[config.mk]
export PLATFORM = sky130hd
export DESIGN_NAME = nrsu_divider
export DESIGN_NICKNAME = d
export VERILOG_FILES = /design/src/rtl/core/nrsu_pkg.sv /design/src/rtl/core/nrsu_divider.sv
export SDC_FILE = /design/constraint.sdc
export NUM_CORES = 1
export LEC_CHECK = 0
export ABC_CLOCK_PERIOD_IN_PS = 6700
export BUFFER_PORTS_ARGS = -buffer_cell sky130_fd_sc_hd__buf_2
export CORE_MARGIN = 3
export CORE_UTILIZATION = 25
export CTS_CLUSTER_SIZE = 14
export DETAILED_ROUTE_END_ITERATION = 10
export SLEW_MARGIN = 10
export SYNTH_ARGS = -nofsm -noshare
export SYNTH_HDL_FRONTEND = slang
export SYNTH_SLANG_ARGS = --single-unit
[constraint.sdc]
create_clock -name clock -period 6.7 [get_ports clock]
set_input_delay 0.67 -clock clock [delete_from_list [all_inputs] [get_ports clock]]
set_output_delay 0.67 -clock clock [all_outputs]
set_load 0.01 [all_outputs]
[src/rtl/core/nrsu_pkg.sv]
// Shared types and constants for the normalized relative strength unit.
package nrsu_pkg;

   localparam int DIV_NW = 73;
   localparam int DIV_DW = 32;
   localparam int DIV_CW = 7;

   localparam logic [DIV_CW-1:0] DIV_BITS_ATR   = 7'd40;
   localparam logic [DIV_CW-1:0] DIV_BITS_RET   = 7'd56;
   localparam logic [DIV_CW-1:0] DIV_BITS_RATIO = 7'd73;
   localparam logic [DIV_CW-1:0] DIV_BITS_MEAN  = 7'd56;
   localparam logic [DIV_CW-1:0] DIV_BITS_EMA   = 7'd50;

   localparam logic [57:0] ONE_Q24 = 58'd16777216;
   localparam logic [DIV_NW-1:0] POS_LIM = 73'(64'h0000_7FFF_FFFF_FFFF);
   localparam logic [DIV_NW-1:0] NEG_LIM = 73'(64'h0000_8000_0000_0000);

   localparam logic [7:0] CSR_RETURN_LAG      = 8'd0;
   localparam logic [7:0] CSR_RANGE_LENGTH    = 8'd1;
   localparam logic [7:0] CSR_SMOOTH_LENGTH   = 8'd2;
   localparam logic [7:0] CSR_USE_EXPONENTIAL = 8'd3;

   typedef struct packed {
      logic [31:0] high_price;
      logic [31:0] low_price;
      logic [31:0] close_price;
      logic [31:0] my_close;
   } req_payload_type;

   typedef struct packed {
      logic signed [47:0] smoothed_value;
      logic               signal_long;
   } rsp_payload_type;

   typedef struct packed {
      logic              start;
      logic [DIV_NW-1:0] dividend;
      logic [DIV_DW-1:0] divisor;
      logic [DIV_CW-1:0] nbits;
   } div_req_type;

   typedef struct packed {
      logic              done;
      logic [DIV_NW-1:0] quotient;
   } div_rsp_type;

   typedef enum logic [4:0] {
      S_IDLE,
      S_RANGE,
      S_ATR,
      S_ATR_ADD,
      S_ATR_WAIT,
      S_RET_S,
      S_RET_S_WAIT,
      S_RET_B,
      S_RET_B_WAIT,
      S_RATIO,
      S_RATIO_WAIT,
      S_RING,
      S_SUM_RD,
      S_SUM_ACC,
      S_MEAN,
      S_MEAN_WAIT,
      S_EMA,
      S_EMA_WAIT,
      S_DONE
   } state_type;

endpackage

[src/rtl/core/nrsu_divider.sv]
// Shared restoring divider, one quotient bit per cycle, left-aligned dividend.
module nrsu_divider import nrsu_pkg::*; (
   input  logic        clock,
   input  logic        reset,
   input  div_req_type div_req,
   output div_rsp_type div_rsp
);

   logic              busy_ff, busy_in;
   logic              done_ff, done_in;
   logic [DIV_CW-1:0] count_ff, count_in;
   logic [DIV_DW-1:0] rem_ff, rem_in;
   logic [DIV_DW-1:0] divisor_ff, divisor_in;
   logic [DIV_NW-1:0] dq_ff, dq_in;
   logic [DIV_DW:0]   trial;
   logic [DIV_DW:0]   diff;

   always_comb begin
      busy_in    = busy_ff;
      done_in    = 1'b0;
      count_in   = count_ff;
      rem_in     = rem_ff;
      divisor_in = divisor_ff;
      dq_in      = dq_ff;
      trial      = {rem_ff, dq_ff[DIV_NW-1]};
      diff       = trial - {1'b0, divisor_ff};
      if (div_req.start) begin
         busy_in    = 1'b1;
         count_in   = div_req.nbits;
         rem_in     = '0;
         divisor_in = div_req.divisor;
         dq_in      = div_req.dividend;
      end else if (busy_ff) begin
         if (!diff[DIV_DW]) begin
            rem_in = diff[DIV_DW-1:0];
            dq_in  = {dq_ff[DIV_NW-2:0], 1'b1};
         end else begin
            rem_in = trial[DIV_DW-1:0];
            dq_in  = {dq_ff[DIV_NW-2:0], 1'b0};
         end
         count_in = count_ff - 7'd1;
         if (count_ff == 7'd1) begin
            busy_in = 1'b0;
            done_in = 1'b1;
         end
      end
   end

   always_ff @(posedge clock) begin
      if (reset) begin
         busy_ff <= 1'b0;
         done_ff <= 1'b0;
      end else begin
         busy_ff <= busy_in;
         done_ff <= done_in;
      end
   end

   always_ff @(posedge clock) begin
      count_ff   <= count_in;
      rem_ff     <= rem_in;
      divisor_ff <= divisor_in;
      dq_ff      <= dq_in;
   end

   assign div_rsp.done     = done_ff;
   assign div_rsp.quotient = dq_ff;

endmodule

==> run summary <==
placeable core area = 0.03172 mm²
row count = 65
Net Count, Synth = 894
total clock sinks = 146
Peak VDD IR = 0.1505 mV
routed len/inst = 16.80 µm
via count = 6486
width of the die = 185.7 µm
sequential area share after synthesis = 0.5011
Pins Over Slew Limit = 0
area delta synth->final = 23.85%
H-tree levels = 4
Synth warnings = 0
# Max-Cap Violations = 0
Layout Skew = 0.01608 ns
fin crit period = 3.602 ns
DRT iter0 DRCs = 270
Post-CTS Resized = 0
Port Buffers = 188
endpoints failing setup = 0
syn avg cell area = 10.85 µm²
clk buf depth = 2
fin area = 0.009995 mm²
worst skew pair latency = 0.43 ns
Lkg Pwr = 0.003975 µW
Root Driver = clkbuf_16
overall routing resource usage = 0.1301
DP Area = 0.009389 mm²
number of synthesized flops with an enable pin = 112
largest net degree at the start of global routing = 81
Layout Nets = 1064
GRT Residual Overflow = 0
Core Util, Final = 0.3151
most frequent cells in the layout = 187 x buf_2, 112 x edfxtp_1, 72 x mux2_2, 52 x nor2_1, 50 x o21ai_0
most common cell after layout, fill and taps aside = buf_2
CP Data Required Time = 7.02 ns
status = complete, no violations
Post-Synthesis Cells = 744
Post-DP HPWL = 16030 µm
vias in the first global route = 6550
CTS tree = built
Synth Flop Type = edfxtp_1
global placement routability congestion = 0.8161
layout cell share with drive strength beyond 1 = 0.3359
Hold Buf Count CTS = 0
clock-pin slew on the worst setup and hold paths = 0.07 ns
cts bufs inserted = 17
Fmax achieved = 0.2776 GHz
Yosys cell types = 65
slew at the pin with the worst max-slew slack = 1.140 ns
async set-or-reset flop fraction in the synthesized netlist = 0
crit-path max FO = 32
Residual DRC = 0
Final Hold Fails = 0
die extent in y = 185.7 µm
num ports = 189
pwr/cell area = 270.8 mW/mm²
Post-Syn Area = 0.008070 mm²
startpoint class of the critical path = flop
Crit Path Class = flop to flop
Via density = 4.877
Setup Buffers After CTS = 0
initial antenna violation count = 7
critical path endpoint category = flop
final worst-path cycle share = 0.5376
WL final = 22350 µm
Starting Density = 0.2544
RSZ-0062 raised after global routing = no
max_slew headroom = 0.2399
die area = 0.03447 mm²
worst min-delay path class = input port to flop
DRT antenna net count = 0
Initial DRT Pass Iterations = 4
first-pass GRT wire length = 35220 µm
number of synthesized register bits = 146
Fin Setup TNS = 0 ns
WP data arrival = 3.92 ns
[layer usage]
layer	up-vias	part of all wire	GRT usage	wire [µm]
li1	3157	-	-	-
met2	232	0.47	0.2147	10490
met1	3058	0.43	0.1595	9653
met4	8	0.012	0.03187	271
met5	-	0.0027	0	61
met3	31	0.084	0.05277	1874
[critical path: stages, from the launching register on]
cell and delay (ns):
edfxtp_1 0.38, inv_1 0.06, ha_1 0.22, fa_1 0.38, nand2b_1 0.20, a21o_1 0.24
a211oi_4 0.27, nor4b_4 0.10, nor2_4 0.18, a31o_1 0.93, o21ai_0 0.24, a311oi_1 0.28
[per-stage QoR]
step | total power (µW) | setup WS (ns) | hold WS (ns) | instances
after global routing | 2857 | 2.720 | 0.3850 | 1328
after detailed placement | 1718 | 3.085 | 0.4949 | 1297
after CTS | 2740 | 3.055 | 0.3829 | 1328
after global placement | 1713 | 3.159 | 0.4898 | 1297
after floorplan | 1534 | 3.484 | 0.4581 | 744
final | 2707 | 3.098 | 0.4010 | 1330
[sequential cells by signal, summed over array words and instances, names as in the netlist]
name        count
divisor_ff     32
rem_ff         32
count_ff        7
busy_ff         1
dq_ff          73
done_ff         1
[report_power, final]
group / total, µW / internal, µW / switching [µW]
clock network: 1010 / 590 / 419
logic: 564 / 239 / 325
registers: 1130 / 1080 / 53.0
total: 2710 / 1910 / 797
[final timing paths]
check,slack (ns),startpoint,depth (start not counted),to
max,3.10,dq_ff[72],11,rem_ff[12]
min reg2reg,0.50,rem_ff[12],2,rem_ff[12]
min,0.40,reset,2,busy_ff
max reg2reg,3.10,dq_ff[72],11,rem_ff[12]
[layout make-up]
cell class	count	area, µm²
fill	3305	21720
sequential	146	4045
multi-input combinational	508	3671
timing repair buffer	194	992.2
tap	402	503.0
clock buffer	17	425.4
inverter	47	177.7
clock inverter	14	175.2
antenna	2	5.005
[synthesized netlist by cell type (2+ instances only)]
cell type  instances  area [µm²]
o221ai_1           2       17.52
nor4_1             4       25.02
nand4_1           13       81.33
o311ai_0           3       26.28
or2_2              3       18.77
xor2_1             8       70.07
o21ai_0           50       250.2
mux2_2            72       810.8
inv_1             47       176.4
a311oi_1          27       236.5
ha_1              34       425.4
o211ai_1           6       45.04
clkbuf_1          31       116.4
nor3_1            15       75.07
buf_2              8       40.04
o2111ai_1          4       35.03
o311ai_1           2       17.52
o21a_1             5       37.54
a21o_1             9       67.56
a211o_1            2       17.52
nand2_1           46       172.7
a21oi_1           32       160.2
or4_1              2       15.01
nand3b_1           2       15.01
xnor2_1           15       131.4
and2_1             2       12.51
dfxtp_1           34       680.7
o21bai_1           4       30.03
and3_1             5       31.28
nor2_1            52       195.2
clkbuf_2           2       10.01
a31oi_1            3       18.77
or3_1              2       12.51
o21ai_1            6       30.03
nor2b_1            4       25.02
nand3_1           30       150.1
nand2b_1           9       56.30
edfxtp_1         112        3363
a211oi_1          11       82.58
[kinds of logic after synthesis]
logic type,Yosys count,share of synthesized area
flops,146,0.5011
simple gates,197,0.1212
buf+inv,90,0.04481
fa+ha+maj,35,0.05519
compound gates,181,0.1523
mux,72,0.1005
xor+xnor,23,0.02496
(Power assumes the default switching activity.)
